**src/sv/faa_pkg.sv**
```systemverilog
package faa_pkg;

    localparam int MAX_PIXELS_DEF = 1048576;
    localparam int MAX_FRAMES_DEF = 256;

    localparam int VAL_W  = 16;
    localparam int BYTE_W = 8;
    localparam int SUM_W  = 24;

    // configuration registers
    localparam int PPF_W      = 21;
    localparam int FTA_W      = 9;
    localparam int CFG_IDX_W  = 1;
    localparam int CFG_DATA_W = 21;

    localparam logic [CFG_IDX_W-1:0] REG_PIXELS = 1'b0;
    localparam logic [CFG_IDX_W-1:0] REG_FRAMES = 1'b1;

    localparam logic [PPF_W-1:0] PPF_RESET = 21'd1048576;
    localparam logic [FTA_W-1:0] FTA_RESET = 9'd1;

    // command queue between front and back
    localparam int QUEUE_DEPTH = 4;
    localparam int QPTR_W      = 2;

    // bit-serial divider step counter
    localparam int DCNT_W = 5;

    localparam logic [VAL_W-1:0]  AVG_MAX   = 16'hFFFF;
    localparam logic [BYTE_W-1:0] BYTE_MASK = 8'hFF;

    typedef struct packed {
        logic first;
        logic wr;
        logic emit;
        logic end_pix;
    } faa_flags_t;

endpackage

```
**src/sv/faa_front.sv**
```systemverilog
module faa_front #(
    parameter int MAX_PIXELS = faa_pkg::MAX_PIXELS_DEF,
    parameter int MAX_FRAMES = faa_pkg::MAX_FRAMES_DEF,
    localparam int PIX_W = (MAX_PIXELS > 1) ? $clog2(MAX_PIXELS) : 1,
    localparam int DIV_W = $clog2(MAX_FRAMES + 1)
) (
    input  logic                           clk,
    input  logic                           rst_n,
    input  logic                           cfg_valid,
    output logic                           cfg_ready,
    input  logic [faa_pkg::CFG_IDX_W-1:0]  cfg_index,
    input  logic [faa_pkg::CFG_DATA_W-1:0] cfg_data,
    input  logic                           in_valid,
    output logic                           in_stall,
    input  logic [faa_pkg::VAL_W-1:0]      pixel_value,
    input  logic                           q_full,
    output logic                           q_push,
    output faa_pkg::faa_flags_t            cmd_flags,
    output logic [PIX_W-1:0]               cmd_addr,
    output logic [DIV_W-1:0]               cmd_divisor,
    output logic [faa_pkg::VAL_W-1:0]      cmd_value
);
    import faa_pkg::*;

    localparam int FRM_W    = (MAX_FRAMES > 1) ? $clog2(MAX_FRAMES) : 1;
    localparam int PIX_BITS = $clog2(MAX_PIXELS + 1);
    localparam int PCMP_W   = (PIX_BITS > PPF_W) ? PIX_BITS : PPF_W;
    localparam int FRM_BITS = $clog2(MAX_FRAMES + 1);
    localparam int FCMP_W   = (FRM_BITS > FTA_W) ? FRM_BITS : FTA_W;

    logic [PPF_W-1:0]  ppf_reg;
    logic [FTA_W-1:0]  fta_reg;
    logic [PIX_W-1:0]  pix_pos_reg;
    logic [PIX_W-1:0]  pix_pos_next;
    logic [FRM_W-1:0]  frm_pos_reg;
    logic [FRM_W-1:0]  frm_pos_next;

    logic [PCMP_W-1:0] ppf_ext;
    logic [PCMP_W-1:0] eff_pix;
    logic [PCMP_W-1:0] last_pix;
    logic [FCMP_W-1:0] fta_ext;
    logic [FCMP_W-1:0] eff_frm;
    logic [FCMP_W-1:0] last_frm;
    logic              end_pix;
    logic              end_frame;
    logic              in_range;
    logic              accept;

    assign cfg_ready = 1'b1;

    always_ff @(posedge clk or negedge rst_n)
    begin
        if (!rst_n)
        begin
            ppf_reg <= PPF_RESET;
            fta_reg <= FTA_RESET;
        end
        else if (cfg_valid)
        begin
            case (cfg_index)
                REG_PIXELS: ppf_reg <= cfg_data[PPF_W-1:0];
                REG_FRAMES: fta_reg <= cfg_data[FTA_W-1:0];
                default: ;
            endcase
        end
    end

    // zero acts as one, oversized counts clamp to the storage limits
    always_comb
    begin
        ppf_ext = PCMP_W'(ppf_reg);
        if (ppf_ext == '0)
        begin
            eff_pix = PCMP_W'(1);
        end
        else if (ppf_ext > PCMP_W'(MAX_PIXELS))
        begin
            eff_pix = PCMP_W'(MAX_PIXELS);
        end
        else
        begin
            eff_pix = ppf_ext;
        end
        last_pix = eff_pix - PCMP_W'(1);

        fta_ext = FCMP_W'(fta_reg);
        if (fta_ext == '0)
        begin
            eff_frm = FCMP_W'(1);
        end
        else if (fta_ext > FCMP_W'(MAX_FRAMES))
        begin
            eff_frm = FCMP_W'(MAX_FRAMES);
        end
        else
        begin
            eff_frm = fta_ext;
        end
        last_frm = eff_frm - FCMP_W'(1);
    end

    // at or past the last index counts as the last one
    assign end_pix   = (PCMP_W'(pix_pos_reg) >= last_pix);
    assign end_frame = (FCMP_W'(frm_pos_reg) >= last_frm);
    assign in_range  = (PCMP_W'(pix_pos_reg) < PCMP_W'(MAX_PIXELS));

    assign accept   = in_valid && !q_full;
    assign in_stall = q_full;
    assign q_push   = accept;

    assign cmd_flags.first   = (frm_pos_reg == '0) || !in_range;
    assign cmd_flags.wr      = !end_frame && in_range;
    assign cmd_flags.emit    = end_frame;
    assign cmd_flags.end_pix = end_pix;
    assign cmd_addr          = pix_pos_reg;
    assign cmd_divisor       = DIV_W'(frm_pos_reg) + DIV_W'(1);
    assign cmd_value         = pixel_value;

    always_comb
    begin
        pix_pos_next = pix_pos_reg + PIX_W'(1);
        frm_pos_next = frm_pos_reg;
        if (end_pix)
        begin
            pix_pos_next = '0;
            frm_pos_next = end_frame ? '0 : frm_pos_reg + FRM_W'(1);
        end
    end

    always_ff @(posedge clk or negedge rst_n)
    begin
        if (!rst_n)
        begin
            pix_pos_reg <= '0;
            frm_pos_reg <= '0;
        end
        else if (accept)
        begin
            pix_pos_reg <= pix_pos_next;
            frm_pos_reg <= frm_pos_next;
        end
    end

endmodule

```
**config.mk**
```make
export PLATFORM = sky130hd
export DESIGN_NAME = faa_front
export DESIGN_NICKNAME = d
export VERILOG_FILES = /design/src/sv/faa_pkg.sv /design/src/sv/faa_front.sv
export SDC_FILE = /design/constraint.sdc
export NUM_CORES = 1
export LEC_CHECK = 0
export BUFFER_PORTS_ARGS = -buffer_cell sky130_fd_sc_hd__buf_2
export CORE_MARGIN = 2
export CORE_UTILIZATION = 34
export DETAILED_ROUTE_END_ITERATION = 7
export HOLD_SLACK_MARGIN = 0.02
export PLACE_DENSITY = 0.57
export SETUP_SLACK_MARGIN = 0.3
export SYNTH_ARGS = -nofsm -noshare
export SYNTH_HDL_FRONTEND = slang
export SYNTH_SLANG_ARGS = --single-unit
```
**constraint.sdc**
```tcl
create_clock -name clk -period 6.2 [get_ports clk]
set_input_delay 0.31 -clock clk [delete_from_list [all_inputs] [get_ports clk]]
set_output_delay 0.31 -clock clk [all_outputs]
set_load 0.05 [all_outputs]
```
==> results.toml <==
[outcome]
outcome = "finished clean"

[place]
gp_congestion = 0.824
dp_hpwl_um = 7490
portBuffers = 61

[routing]
wl_um = 9800
vias_per_cell = 5.20
firstDrtPassIters = 4
drt-initial-drc-count = 209
drc_errors = 0
vias = 3423
post_drt_wl_per_cell_um = 14.9
antenna_left = 0

[global_route]
grt_overflow_total = 0
grt_pass1_wl_um = 16100
grtUsageTotal_pct = 15.3
antenna_found_initial = 0
first_global_vias = 3163
grt_max_degree = 59

[synth]
synth-edff-count = 0
async_flop_share_pct = 100
ys_seq_elements = 58
synth_common_cells = "dfrtp_1 (56), nor2_1 (42), ha_1 (33), mux2_2 (30), buf_4 (21)"
avgSynthCellArea_um2 = 9.48
synth_cell_type_count = 64
yosys.area.top_type = "dfrtp_1"
yosys_warnings = 0
netlist_area_um2 = 4230
ys_seq_area_share_pct = 34.4
synth_area_leaders = "dfrtp_1 (33%), ha_1 (9.8%), mux2_2 (8.0%)"
synth_top_flop_cell = "dfrtp_1"
syn_inst = 446
yosysTopAreaCellShare_pct = 33.1
synth_fp_nets = 522
synthMostInstantiatedCell = "dfrtp_1"

[floorplan]
io_pins = 95
start_util_pct = 35.1
dieArea_um2 = 13300
fp-row-count = 40
core_um2 = 12100
fp.dieW_um = 116
fp.dieH_um = 116

[critical_path]
r2r_setup_slack_ns = 1.18
rr_worst_depth = 17
path_max_fanout = 23
start_kind = "flop"
crit_path_end_kind = "output pin"
crit_required_ns = 5.89
criticalPathCategory = "flop to output pin"
cp.arrival_ns = 5.14

[timing]
period_needed_ns = 5.45
hold_violations = 0
setup_violations = 0
finClkSkew_ns = 0.00510
rsz0062_at_grt = "no"
slew_violations = 0
holdWs_ns = 0.130
tightest_slew_ns = 1.03
relSlewSlack_pct = 31.3
finalSetupTns_ns = 0
max_freq_mhz = 184
timing.final.crit_share_pct = 87.9

[layout]
largest_reg_flops = 21
fillCellCount = 1181
diodes = 0
drive_above_1_share_pct = 24.7
syn_to_final_growth_pct = 13.7
final_nets = 561

[power_and_ir_drop]
switching_share_pct = 35.2
switching_power_mw = 0.464
internal_power_mw = 0.854
clkPwrFrac_pct = 33.8
seqPwrFrac_pct = 37.8
p_per_area_nw_per_um2 = 274
comb_power_share_pct = 28.4
power_leakage_nw = 2.21
irDropWorstVdd_v = 0.000108

[cts]
clkSinkCount = 58
cts_hold_buffers = 0
cts_tree = "built"
root_buffer = "clkbuf_16"
cts_buffers = 9
htree_levels = 3
clk_latency_ns = 0.33
path_clk_slew_ns = 0.05
postCtsSetupBuffers = 0
cts.path.max_buffers = 2

[job]
drv_cap = 0

[min_path]
hold_path_class = "input pin to asynchronous set/reset pin"
## power by group through the flow
stage | sequential, mW | combinational [mW] | clock [mW]
after floorplan | 0.518 | 0.282 | 0
after global placement | 0.502 | 0.363 | 0
after detailed placement | 0.505 | 0.372 | 0
after CTS | 0.499 | 0.374 | 0.456
after global routing | 0.510 | 0.422 | 0.471
final | 0.499 | 0.374 | 0.445
## cell families (layout without fill, tap and decap cells)
logic type,count (synthesis),count (layout),synth area share [%]
other,1,1,0.0887
XOR/XNOR,34,34,7.04
flip-flops,58,58,34.4
AO/OA/AOI/OAI,90,90,14.9
buffers and inverters,47,91,6.42
AND/OR/NAND/NOR,151,151,19.0
multiplexers,32,32,8.46
adder cells (fa/ha/maj),33,33,9.76
## placed cells by master, fill, tap and decap left out, drive strengths merged, types with 3 or more instances in the layout
| master | instances |
|---|---|
| nand2b | 14 |
| o41ai | 3 |
| o21bai | 5 |
| nor4 | 8 |
| buf | 64 |
| a21oi | 16 |
| a31o | 4 |
| a22oi | 4 |
| xnor2 | 19 |
| mux2 | 30 |
| dfrtp | 56 |
| o21ai | 19 |
| nor2b | 7 |
| clkbuf | 13 |
| inv | 10 |
| xor2 | 15 |
| a31oi | 4 |
| o2bb2ai | 3 |
| nand2 | 19 |
| ha | 33 |
| or3 | 3 |
| nand3b | 4 |
| nor2 | 43 |
| and3 | 9 |
| o31ai | 3 |
| o21a | 6 |
| a21o | 6 |
| nand3 | 11 |
| nor3 | 12 |
| o211ai | 3 |
| nand4 | 7 |
| clkinv | 4 |
## metal layers
metal	wire length, um	track usage [%]
met4	161	5.70
met5	0	0
met3	432	3.24
met1	4790	21.9
met2	4420	22.8
## per-stage QoR
step	total power [mW]	cell area, um^2	util [%]	std cells	worst slack (ns)
after floorplan	0.801	4230	-	446	1.53
after global placement	0.865	4540	37.6	642	1.04
after detailed placement	0.878	4540	37.6	642	0.930
after CTS	1.33	4800	39.8	658	0.572
after global routing	1.40	4810	39.9	658	0.437
final	1.32	4810	39.9	658	0.752
## worst paths after layout
path | start | end
hold / removal | rst_n | fta_ext[1]
setup reg to reg | ppf_ext[2] | cmd_addr[8]
max in group asynchronous | rst_n | cmd_addr[11]
min in group clk | cfg_data[16] | ppf_ext[16]
hold reg to reg | fta_ext[5] | fta_ext[5]
setup / recovery | ppf_ext[2] | cmd_flags[0]
## final cells by class
type | instances | area (um^2) | area share [%]
clock inverter | 3 | 15.0 | 0.312
timing repair buffer | 64 | 328 | 6.82
tap | 168 | 210 | 4.37
inverter | 11 | 41.3 | 0.859
clock buffer | 13 | 250 | 5.21
multi-input combinational | 341 | 2510 | 52.2
sequential | 58 | 1450 | 30.2
## worst max-delay path, stage by stage (launching register included)
cell	delay (ns)
dfrtp_1	0.43
or4_1	0.65
or4_1	0.63
or2_2	0.42
nor2_1	0.11
o21bai_1	0.10
ha_2	0.32
nor4bb_1	0.18
a311o_1	0.37
ha_1	0.19
or3_1	0.39
a211oi_1	0.23
o2111ai_1	0.14
a21oi_1	0.15
buf_4	0.20
nor2_1	0.09
buf_2	0.22
## what timing repair did
action | CTS | global route
setup endpoints to repair | 0 | 1
resized for setup | 0 | 1
endpoints found under the hold margin | 0 | 0
Power figures use the tool's default switching activity.
