## src/sv/faa_pkg.sv

```systemverilog
package faa_pkg;

    localparam int MAX_PIXELS_DEF = 1048576;
    localparam int MAX_FRAMES_DEF = 256;

    localparam int VAL_W  = 16;
    localparam int BYTE_W = 8;
    localparam int SUM_W  = 24;

    // configuration registers
    localparam int PPF_W      = 21;
    localparam int FTA_W      = 9;
    localparam int CFG_IDX_W  = 1;
    localparam int CFG_DATA_W = 21;

    localparam logic [CFG_IDX_W-1:0] REG_PIXELS = 1'b0;
    localparam logic [CFG_IDX_W-1:0] REG_FRAMES = 1'b1;

    localparam logic [PPF_W-1:0] PPF_RESET = 21'd1048576;
    localparam logic [FTA_W-1:0] FTA_RESET = 9'd1;

    // command queue between front and back
    localparam int QUEUE_DEPTH = 4;
    localparam int QPTR_W      = 2;

    // bit-serial divider step counter
    localparam int DCNT_W = 5;

    localparam logic [VAL_W-1:0]  AVG_MAX   = 16'hFFFF;
    localparam logic [BYTE_W-1:0] BYTE_MASK = 8'hFF;

    typedef struct packed {
        logic first;
        logic wr;
        logic emit;
        logic end_pix;
    } faa_flags_t;

endpackage

```

## src/sv/faa_fifo.sv

```systemverilog
module faa_fifo #(
    parameter int WIDTH = 8
) (
    input  logic             clk,
    input  logic             rst_n,
    input  logic             push,
    input  logic [WIDTH-1:0] push_data,
    input  logic             pop,
    output logic [WIDTH-1:0] head_data,
    output logic             empty,
    output logic             full
);
    import faa_pkg::*;

    logic [WIDTH-1:0]  entry_reg [QUEUE_DEPTH];
    logic [QPTR_W-1:0] wr_ptr_reg;
    logic [QPTR_W-1:0] rd_ptr_reg;
    logic [QPTR_W:0]   count_reg;
    logic [QPTR_W:0]   count_next;

    assign empty     = (count_reg == '0);
    assign full      = (count_reg == (QPTR_W+1)'(QUEUE_DEPTH));
    assign head_data = entry_reg[rd_ptr_reg];

    always_comb
    begin
        count_next = count_reg;
        if (push && !pop)
        begin
            count_next = count_reg + (QPTR_W+1)'(1);
        end
        else if (pop && !push)
        begin
            count_next = count_reg - (QPTR_W+1)'(1);
        end
    end

    always_ff @(posedge clk or negedge rst_n)
    begin
        if (!rst_n)
        begin
            wr_ptr_reg <= '0;
            rd_ptr_reg <= '0;
            count_reg  <= '0;
        end
        else
        begin
            if (push)
            begin
                wr_ptr_reg <= wr_ptr_reg + QPTR_W'(1);
            end
            if (pop)
            begin
                rd_ptr_reg <= rd_ptr_reg + QPTR_W'(1);
            end
            count_reg <= count_next;
        end
    end

    always_ff @(posedge clk)
    begin
        if (push)
        begin
            entry_reg[wr_ptr_reg] <= push_data;
        end
    end

endmodule

```

## config.mk

```make
export PLATFORM = sky130hd
export DESIGN_NAME = faa_fifo
export DESIGN_NICKNAME = d
export VERILOG_FILES = /design/src/sv/faa_pkg.sv /design/src/sv/faa_fifo.sv
export SDC_FILE = /design/constraint.sdc
export NUM_CORES = 1
export LEC_CHECK = 0
export ABC_AREA = 1
export BUFFER_PORTS_ARGS = -buffer_cell sky130_fd_sc_hd__buf_2
export CAP_MARGIN = 10
export CELL_PAD_IN_SITES_DETAIL_PLACEMENT = 0
export CELL_PAD_IN_SITES_GLOBAL_PLACEMENT = 1
export CORE_AREA = 2 2 73 75
export DETAILED_ROUTE_END_ITERATION = 7
export DIE_AREA = 0 0 75 77
export PLACE_DENSITY_LB_ADDON = 0.1
export SLEW_MARGIN = 10
export SYNTH_ARGS = -nofsm -noshare
export SYNTH_HDL_FRONTEND = slang
export SYNTH_SLANG_ARGS = --single-unit
export TNS_END_PERCENT = 5
```

## constraint.sdc

```tcl
create_clock -name clk -period 1.3 [get_ports clk]
set_input_delay 0 -clock clk [delete_from_list [all_inputs] [get_ports clk]]
set_output_delay 0 -clock clk [all_outputs]
set_load 0.01 [all_outputs]
```

==> metrics.md, run 1 <==
| Metric | Value |
|---|---|
| Status | finished, final reports clean |
| Hold Slack | 14.4 ps |
| Wire length of the first global-routing pass | 4.84 mm |
| Pre-CTS setup slack | 70.5 ps |
| Sink Count | 39 |
| GRT Residual Overflow | 0 |
| H-tree depth | 2 |
| R2r setup slk | 100 ps |
| WS Path Type | register to output pin |
| Fin nets | 201 |
| Max_slew headroom | 86.8% |
| Seq/Total Area, Yosys | 66.7% |
| Fillcell total | 475 |
| Core area | 4980 sq um |
| Power, Total | 4.24 mW |
| Pre-antenna DRT Iters | 4 |
| Hold Path Class | primary input to register |
| Worst path depth | 4 |
| Clock root cell | clkbuf_8 |
| Setup Skew | 5.55 ps |
| CP Max Fanout | 34 |
| Fin crit share | 96.5% |
| Initial antenna violation count | 0 |
| Placed cell area | 1940 sq um |
| Crit start category | register |
| # diodes | 0 |
| CP max stage cell | dfrtp_1 |
| Hold path startpoint | push |
| Worst setup startpoint | rd_ptr_reg[0]$_DFFE_PN0P_ |
| Yosys warns | 0 |
| Reg2reg start | count_reg[0]$_DFFE_PN0P_ |
| GP Congestion | 0.747 |
| # DRC | 0 |
| Leakage power | 0.942 nW |
| DP HPWL | 2.09 mm |
| Die X | 75 um |
| Hold Vio Cnt, Final | 0 |
| Crit-path leading delay family | flip-flops |
| Maxcap violations | 0 |
| Chip height | 77 um |
| Critical Path Sink Type | output pin |
| Vias | 1036 |
| Starting density of the core | 34.2% |
| Worst Slack Setup Final | 45.1 ps |
| Die area | 5780 sq um |
| Post-synth cell types | 18 |
| DRT antenna net count | 0 |
| Clock Latency Late Sink | 280 ps |
| CTS tree | built |
| Drt via density | 4.08 |
| Worst-margin pin slew | 197 ps |
| Iter 0 DRT Violations | 26 |
| WP data required | 1300 ps |
| Site Rows | 26 |
| Worst vdd ir | 0.000971 V |
| CP cell instances | buf_12, o211ai_1, nand2_1, buf_2 |
| Synthesized Nets | 159 |
| Port Buf Inserts | 21 |
| Synthesized instance count | 141 |
| CP Data Arrival Time | 1250 ps |
| All-layer global routing usage | 11.7% |
| Buf/Inv on CP | 2 |
| Vias in the first global route | 1008 |
| PD cells | 1990 nW/um^2 |
| Setup bufs post-CTS | 0 |
| Final Max Slew Viols | 0 |
| Max incr delay on CP | 390 ps |
| Post-Route WL | 2.93 mm |
| Share of cells above drive strength 1 | 22.3% |
| Synthesized area per cell | 12.1 sq um |
| Synth-to-layout area growth | 24.8% |
| Number of CTS-inserted buffers | 5 |
| Register-to-Register Path Depth | 5 |
| WHS Path Cells | 2 |
| Fin crit period | 1250 ps |
| IO Count | 22 |
| Final Instance Area | 2130 sq um |
| Max reg flops | 32 |
| Max clock buf depth | 2 |
| RSZ-0062 raised after global routing | yes |
| Cell Area, Synth | 1700 sq um |
| Pin count of the biggest net entering global routing | 35 |
| Upper clock frequency limit | 0.797 GHz |
| Yosys reg bits | 39 |
| CTS clk-pin slew, worst paths | 60 ps |
| Final setup vio count | 0 |
| DR WL/cell | 11.5 um |
[final timing paths]
kind / end
setup / recovery: head_data[6]
hold / removal: wr_ptr_reg[0]$_DFFE_PN0P_
setup reg to reg: count_reg[2]$_DFFE_PN0P_
hold reg to reg: count_reg[2]$_DFFE_PN0P_
max in group asynchronous: rd_ptr_reg[0]$_DFFE_PN0P_
min in group asynchronous: count_reg[1]$_DFFE_PN0P_
[where the power goes]
| part | internal (mW) | switching [mW] |
|---|---|---|
| registers | 1.67 | 0.161 |
| clock network | 0.381 | 0.379 |
| logic | 0.720 | 0.922 |
[area by class of cell]
type                            instances  area (sq um)  area share (%)
Sequential cell                        39          1140            53.4
Multi-Input combinational cell         68           410            19.3
Timing Repair Buffer                   41           305            14.4
Inverter                               28           108            5.06
Tap cell                               70          87.6            4.12
Clock buffer                            8          80.1            3.76
[stage by stage]
stage / utilization (%) / TNS, ps / cells
finish: 42.7 / 0 / 254
global route: 42.7 / -146 / 254
CTS: 42.6 / 0 / 254
detailed placement: 39.0 / 0 / 236
global placement: 39.0 / 0 / 236
floorplan: - / 0 / 141
[per-layer routing]
layer,GRT usage [%],wire length [um]
met5,0,0
met4,4.29,19
met3,4.73,136
met2,17.8,1420
met1,14.8,1350
[cells in the final DEF (no fill, tap or decap), types with 5 or more instances in the layout]
master / synthesis / routed
buf_2: 1 / 21
buf_4: 0 / 8
clkbuf_8: 0 / 5
dfrtp_1: 7 / 7
dlygate4sd3_1: 0 / 10
edfxtp_1: 32 / 32
ha_1: 5 / 5
inv_1: 27 / 25
nand2_1: 37 / 37
o211ai_1: 15 / 15
[logic make-up (layout without fill, tap and decap cells)]
logic type	count (synthesis)	count (layout)	synth area share, %
simple gates	41	41	9.40
flops	39	39	66.7
buf+inv	34	77	9.40
compound gates	17	17	7.64
fa+ha+maj	6	6	4.85
xor+xnor	4	4	2.06
[Yosys cell counts]
cell type	n	share of area, %
xor2_1	3	1.5
nor3_1	2	0.59
ha_1	5	3.7
nand3_1	1	0.29
o211ai_2	1	0.73
fa_1	1	1.2
inv_1	27	5.9
clkbuf_2	1	0.29
edfxtp_1	32	56
o211ai_1	15	6.6
o21ai_0	1	0.29
xnor2_1	1	0.51
nand4_1	1	0.37
nand2_1	37	8.1
buf_6	4	2.6
inv_2	1	0.22
buf_2	1	0.29
dfrtp_1	7	10
[timing repair]
| item | 4_1_cts | 5_1_grt |
|---|---|---|
| gates resized for setup | 0 | 4 |
| hold endpoints to repair | 41 | 0 |
| pin swaps | 1 | 6 |
| hold buffers | 10 | 0 |
| endpoints found under the setup margin | 1 | 23 |
No activity file was read; power rests on OpenSTA's default activity.
==> run 2, diff against run 1 <==
--- a/config.mk
+++ b/config.mk
@@ -10,9 +10,9 @@
 export CAP_MARGIN = 10
 export CELL_PAD_IN_SITES_DETAIL_PLACEMENT = 0
 export CELL_PAD_IN_SITES_GLOBAL_PLACEMENT = 1
-export CORE_AREA = 2 2 73 75
+export CORE_AREA = 2 2 82 68
 export DETAILED_ROUTE_END_ITERATION = 7
-export DIE_AREA = 0 0 75 77
+export DIE_AREA = 0 0 84 70
 export PLACE_DENSITY_LB_ADDON = 0.1
 export SLEW_MARGIN = 10
 export SYNTH_ARGS = -nofsm -noshare
==> run 2 against run 1 <==
Compared with the run above:
- fmax grew 0.68%
- cell count shrank 2.8%
- routed wire length grew 0.65%
- worst hold slack lost 9.1 ps
- total power grew 1.5%
- die area grew 1.8%
- register-to-register slack lost 20 ps
- count of clock-buffer cells in the layout shrank 1
- combinational power grew 4%
==> metrics.md, run 2 (synthesis results as in run 1) <==
| Metric | Value |
|---|---|
| Leakage power | 0.943 nW (+0.13%) |
| Max reg flops | 32 (unchanged) |
| Sequential Area | 1140 sq um (+0.11%) |
| Final setup vio count | 0 (unchanged) |
| Pre-antenna DRT Iters | 4 (unchanged) |
| GP Congestion | 0.700 (-6.2%) |
| Fillcell total | 524 (+10%) |
| Final Non-Filler Cells | 247 (-2.8%) |
| Max_slew headroom | 87.3% (+0.52 points) |
| Most frequent cells in the layout | 37 x nand2_1, 32 x edfxtp_1, 27 x inv_1 |
| WS Path Type | register to output pin |
| DR WL/cell | 11.9 um (+3.5%) |
| # DRC | 0 (unchanged) |
| Fin nets | 199 (-1.0%) |
| Site Rows | 24 (-7.7%) |
| Critical Path Sink Type | output pin |
| Met3 usage | 3.31% (-1.4 points) |
| Vias | 1040 (+0.39%) |
| Wire length of the first global-routing pass | 5.09 mm (+5.1%) |
| IO Count | 22 (unchanged) |
| Final Max Slew Viols | 0 (unchanged) |
| DP HPWL | 1.99 mm (-4.9%) |
| Iter 0 DRT Violations | 39 (+50%) |
| Core area | 5190 sq um (+4.4%) |
| All-layer global routing usage | 11.4% (-0.25 points) |
| Starting density of the core | 32.8% (-1.4 points) |
| Fin crit period | 1250 ps (-8.48 ps) |
| Max clock buf depth | 2 (unchanged) |
| Fin crit share | 95.9% (-0.65 points) |
| H-tree depth | 2 (unchanged) |
| Clock Latency Late Sink | 280 ps (about the same) |
| Crit start category | register |
| GRT Residual Overflow | 0 (unchanged) |
| CP Max Fanout | 34 (unchanged) |
| RSZ-0062 raised after global routing | yes |
| WP data required | 1300 ps (about the same) |
| Setup Skew | 3.85 ps (-1.70 ps) |
| # diodes | 0 (unchanged) |
| PD cells | 2000 nW/um^2 (+0.49%) |
| Die X | 84 um (+12%) |
| Sink Count | 39 (unchanged) |
| Pin count of the biggest net entering global routing | 35 (unchanged) |
| Met2 usage | 17.5% (-0.30 points) |
| Status | finished, final reports clean |
| Share of cells above drive strength 1 | 20.9% (-1.4 points) |
| Drt via density | 4.21 (+3.2%) |
| Area of the multi-input gates | 410 sq um (unchanged) |
| Port Buf Inserts | 21 (unchanged) |
| Synth-to-layout area growth | 26.1% |
| Clock root cell | clkbuf_8 |
| Most crowded layer after global routing | met2 |
| Worst vdd ir | 0.00107 V (+10%) |
| Die area | 5880 sq um (+1.8%) |
| Total negative setup slack | 0 ps (unchanged) |
| Maxcap violations | 0 (unchanged) |
| Vias in the first global route | 1054 (+4.6%) |
| Power, Total | 4.30 mW (+1.5%) |
| Hold Path Class | primary input to register |
| Chip height | 70 um (-9.1%) |
| Initial antenna violation count | 0 (unchanged) |
| Hold Vio Cnt, Final | 0 (unchanged) |
| DRT antenna net count | 0 (unchanged) |
| Post-Route WL | 2.95 mm (+0.65%) |
| Placed cells | 228 (-3.4%) |
| Upper clock frequency limit | 0.802 GHz (+0.68%) |
| Worst-margin pin slew | 188 ps (-8.37 ps) |
| CTS clk-pin slew, worst paths | 70 ps (about the same) |
| Number of CTS-inserted buffers | 5 (unchanged) |
| Most common cell after layout, fill and taps aside | nand2_1 |
| CP Data Arrival Time | 1250 ps (about the same) |
| Met1 GRT Util | 15.5% (+0.73 points) |
| CTS tree | built |
==> run 2: changes by cell type in the layout (fill, tap and decap cells not counted), sizes merged <==
cell / before / now
clkinv: 0 / 1
dlygate4sd3: 10 / 11
buf: 31 / 28
clkbuf: 8 / 7
==> run 2: worst paths after layout <==
check | end | cells after the start | slack, ps | from
setup / recovery | head_data[3] | 4 | 50 | rd_ptr_reg[0]$_DFFE_PN0P_
hold / removal | wr_ptr_reg[0]$_DFFE_PN0P_ | 2 | 5 | push
setup reg to reg | entry_reg[0][1]$_DFFE_PP_ | 5 | 80 | wr_ptr_reg[0]$_DFFE_PN0P_
hold reg to reg | count_reg[2]$_DFFE_PN0P_ | 2 | 520 | count_reg[2]$_DFFE_PN0P_
max in group asynchronous | rd_ptr_reg[1]$_DFFE_PN0P_ | 2 | 1050 | rst_n
min in group asynchronous | wr_ptr_reg[0]$_DFFE_PN0P_ | 2 | 80 | rst_n
==> run 2: layout make-up <==
cell class | instances | area share [%]
inverters | 28 | 5.01
well taps | 65 | 3.79
clock buffers | 7 | 3.55
repair buffers | 39 | 15.4
multi-input cells | 68 | 19.1
flip-flops and latches | 39 | 52.9
clock inverters | 1 | 0.233
==> run 2: power breakdown <==
group / internal (mW) / switching (mW) / total, mW
sequential: 1.68 / 0.163 / 1.84
clock: 0.376 / 0.385 / 0.762
combinational: 0.751 / 0.947 / 1.70
==> run 2: what timing repair did <==
action	in CTS	in global routing
hold buffers	11	0
endpoints found under the hold margin	40	0
resized for setup	0	3
setup buffers	0	0
setup endpoints to repair	0	9
==> run 2: stage by stage <==
stage	hold WS (ps)	setup WS [ps]	area (sq um)	utilization, %
floorplan	-296	98.5	1700	-
global placement	-154	89.1	1950	37.5
detailed placement	-147	66.5	1950	37.5
CTS	1.55	9.69	2140	41.2
global route	21.3	-43.6	2150	41.4
finish	5.27	53.6	2150	41.4
==> run 2: per-layer routing <==
layer | vias to the layer above | routed length, um
li1 | 545 | -
met5 | - | 0
met1 | 475 | 1470
met3 | 5 | 99
met2 | 15 | 1350
met4 | 0 | 34
==> run 2: worst max-delay path, stage by stage, from the launching register on <==
cell and delay (ps):
dfrtp_1 400, buf_12 170, o211ai_1 170, nand2_1 80, buf_2 140
==> run 3, diff against run 2 <==
--- a/config.mk
+++ b/config.mk
@@ -6,13 +6,13 @@
 export NUM_CORES = 1
 export LEC_CHECK = 0
 export ABC_AREA = 1
-export BUFFER_PORTS_ARGS = -buffer_cell sky130_fd_sc_hd__buf_2
 export CAP_MARGIN = 10
 export CELL_PAD_IN_SITES_DETAIL_PLACEMENT = 0
 export CELL_PAD_IN_SITES_GLOBAL_PLACEMENT = 1
-export CORE_AREA = 2 2 82 68
+export CORE_AREA = 2 2 76 64
 export DETAILED_ROUTE_END_ITERATION = 7
-export DIE_AREA = 0 0 84 70
+export DIE_AREA = 0 0 78 66
+export DONT_BUFFER_PORTS = 1
 export PLACE_DENSITY_LB_ADDON = 0.1
 export SLEW_MARGIN = 10
 export SYNTH_ARGS = -nofsm -noshare
==> run 3 against run 2 <==
Compared with the run above:
- via count is 4.6% lower
- clock power down 0.5%
- register-to-register slack got worse by 20 ps
- cell count decreased by 8.9%
- worst hold slack better by 25 ps
- utilization increased by 4.8 points
- worst setup slack improved by 1.5 ps
- critical endpoint is now wr_ptr_reg[0]$_DFFE_PN0P_
- clock skew is 4.0 ps higher
- routed wire length shrank 2.3%
- sequential power is essentially flat
==> metrics.md, run 3 (synthesis results as in run 1) <==
| Metric | Value |
|---|---|
| Drt via density | 4.41 (+4.7%) |
| Total negative setup slack | 0 ps (unchanged) |
| Vias in the first global route | 1010 (-4.2%) |
| Crit path to | wr_ptr_reg[0]$_DFFE_PN0P_ |
| CP cell instances | xor2_1, dlygate4sd3_1 |
| Reg2reg start | wr_ptr_reg[0]$_DFFE_PN0P_ |
| Most common cell after layout, fill and taps aside | nand2_1 |
| Core Util, Final | 46.1% (+4.8 points) |
| Max clock buf depth | 2 (unchanged) |
| Die area | 5150 sq um (-12%) |
| # diodes | 0 (unchanged) |
| Max incr delay on CP | 560 ps (+160 ps) |
| # DRC | 0 (unchanged) |
| Status | finished, final reports clean |
| Vias | 992 (-4.6%) |
| Pre-antenna DRT Iters | 4 (unchanged) |
| Fin crit period | 1240 ps (-1.50 ps) |
| R2r setup slk | 60 ps (-20 ps) |
| Hold Path Class | primary input to register |
| Placed cells | 205 (-10%) |
| CTS clk-pin slew, worst paths | 70 ps (about the same) |
| All-layer global routing usage | 13.1% (+1.6 points) |
| Worst-margin pin slew | 373 ps (+185 ps) |
| Fin nets | 182 (-8.5%) |
| DP HPWL | 1.95 mm (-1.8%) |
| CTS tree | built |
| Die X | 78 um (-7.1%) |
| CP max stage cell | dlygate4sd3_1 |
| Max reg flops | 32 (unchanged) |
| Core area | 4400 sq um (-15%) |
| Number of CTS-inserted buffers | 5 (unchanged) |
| Register-to-Register Path Depth | 2 (-3) |
| GP Congestion | 0.712 (+1.6%) |
| Share of cells above drive strength 1 | 11.5% (-9.4 points) |
| Clock Latency Late Sink | 280 ps (about the same) |
| Port Buf Inserts | 0 (-100%) |
| Hold Vio Cnt, Final | 0 (unchanged) |
| Final Max Slew Viols | 0 (unchanged) |
| Synth-to-layout area growth | 19.2% |
| DRT antenna net count | 0 (unchanged) |
| Placed cell area | 1820 sq um (-6.5%) |
| Site Rows | 22 (-8.3%) |
| Final setup vio count | 0 (unchanged) |
| Fin crit share | 95.8% (-0.12 points) |
| Starting density of the core | 38.7% (+5.9 points) |
| Final Non-Filler Cells | 225 (-8.9%) |
| Leakage power | 0.878 nW (-6.9%) |
| DR WL/cell | 12.8 um (+7.2%) |
| Worst setup startpoint | wr_ptr_reg[0]$_DFFE_PN0P_ |
| Post-Route WL | 2.88 mm (-2.3%) |
| IO Count | 22 (unchanged) |
| Setup Skew | 7.81 ps (+3.97 ps) |
| WS Path Type | register to register |
| Maxcap violations | 0 (unchanged) |
| Upper clock frequency limit | 0.803 GHz (+0.12%) |
| CP Max Fanout | 4 (-88%) |
| Sink Count | 39 (unchanged) |
| PD cells | 2000 nW/um^2 (-0.23%) |
| GRT Residual Overflow | 0 (unchanged) |
| Max_slew headroom | 74.9% (-12 points) |
| RSZ-0062 raised after global routing | yes |
| Wire length of the first global-routing pass | 4.85 mm (-4.8%) |
| Pin count of the biggest net entering global routing | 35 (unchanged) |
| CP Data Arrival Time | 1410 ps (+160 ps) |
| H-tree depth | 2 (unchanged) |
| Clock root cell | clkbuf_8 |
| RR Endpoint | wr_ptr_reg[0]$_DFFE_PN0P_ |
| Chip height | 66 um (-5.7%) |
| Worst vdd ir | 0.000806 V (-25%) |
| Final Instance Area | 2030 sq um (-5.5%) |
| Crit start category | register |
| Most frequent cells in the layout | 37 x nand2_1, 32 x edfxtp_1, 27 x inv_1 |
| Critical Path Sink Type | register |
| WP data required | 1460 ps (+160 ps) |
| Iter 0 DRT Violations | 56 (+44%) |
| Initial antenna violation count | 0 (unchanged) |
[run 3: changes by cell type in the layout (fill, tap and decap cells not counted)]
cell	change
buf_12	-3
buf_2	-21
buf_4	+6
dfrtp_1	+1
dfrtp_2	-1
dlymetal6s4s_1	+1
inv_2	+1
inv_4	-1
[run 3: worst min-delay path by stage]
stage,from,end,slack (ps),cells after the start
after global placement,rst_n,wr_ptr_reg[1]$_DFFE_PN0P_,-300,0
after floorplan,rst_n,count_reg[0]$_DFFE_PN0P_,-300,0
after global routing,pop,count_reg[0]$_DFFE_PN0P_,30,3
after detailed placement,rst_n,wr_ptr_reg[0]$_DFFE_PN0P_,-300,0
final,pop,count_reg[0]$_DFFE_PN0P_,30,3
after CTS,pop,count_reg[0]$_DFFE_PN0P_,20,3
[run 3: final cells by class]
type | count | area (sq um)
timing repair buffer | 22 | 223
multi-input combinational | 68 | 410
sequential | 39 | 1140
tap | 60 | 75.1
clock buffer | 7 | 76.3
clock inverter | 1 | 5.00
fill | 403 | 2370
inverter | 28 | 105
[run 3: per-stage QoR]
step,power [mW],setup WS (ps),hold slack (ps)
6_report,4.05,55.1,30.1
3_3_place_gp,3.27,104,-295
4_1_cts,4.13,10.4,20.7
2_1_floorplan,2.92,98.5,-296
5_1_grt,4.40,-22.1,26.0
3_5_place_dp,3.30,94.3,-295
[run 3: routing by layer]
| layer | track usage (%) | routed length [um] | vias to the layer above |
|---|---|---|---|
| li1 | - | - | 510 |
| met5 | 0 | 0 | - |
| met1 | 15.3 | 1310 | 458 |
| met3 | 4.64 | 161 | 5 |
| met4 | 5.92 | 37 | 0 |
| met2 | 21.8 | 1370 | 19 |
[run 3: power breakdown]
group | switching (mW) | internal, mW
clock network | 0.382 | 0.376
registers | 0.163 | 1.67
logic | 0.875 | 0.585
[run 3: timing repair]
item | CTS | global route
endpoints found under the setup margin | 0 | 8
resized for setup | 0 | 2
hold buffers | 12 | 0
endpoints found under the hold margin | 44 | 0
buffers inserted | 0 | 0
[run 3: critical path: cells and delay by family, from the launching register on]
kind                   cells  cell delay (ps)
flip-flops                 1              420
buffers and inverters      1              560
XOR/XNOR                   1              150
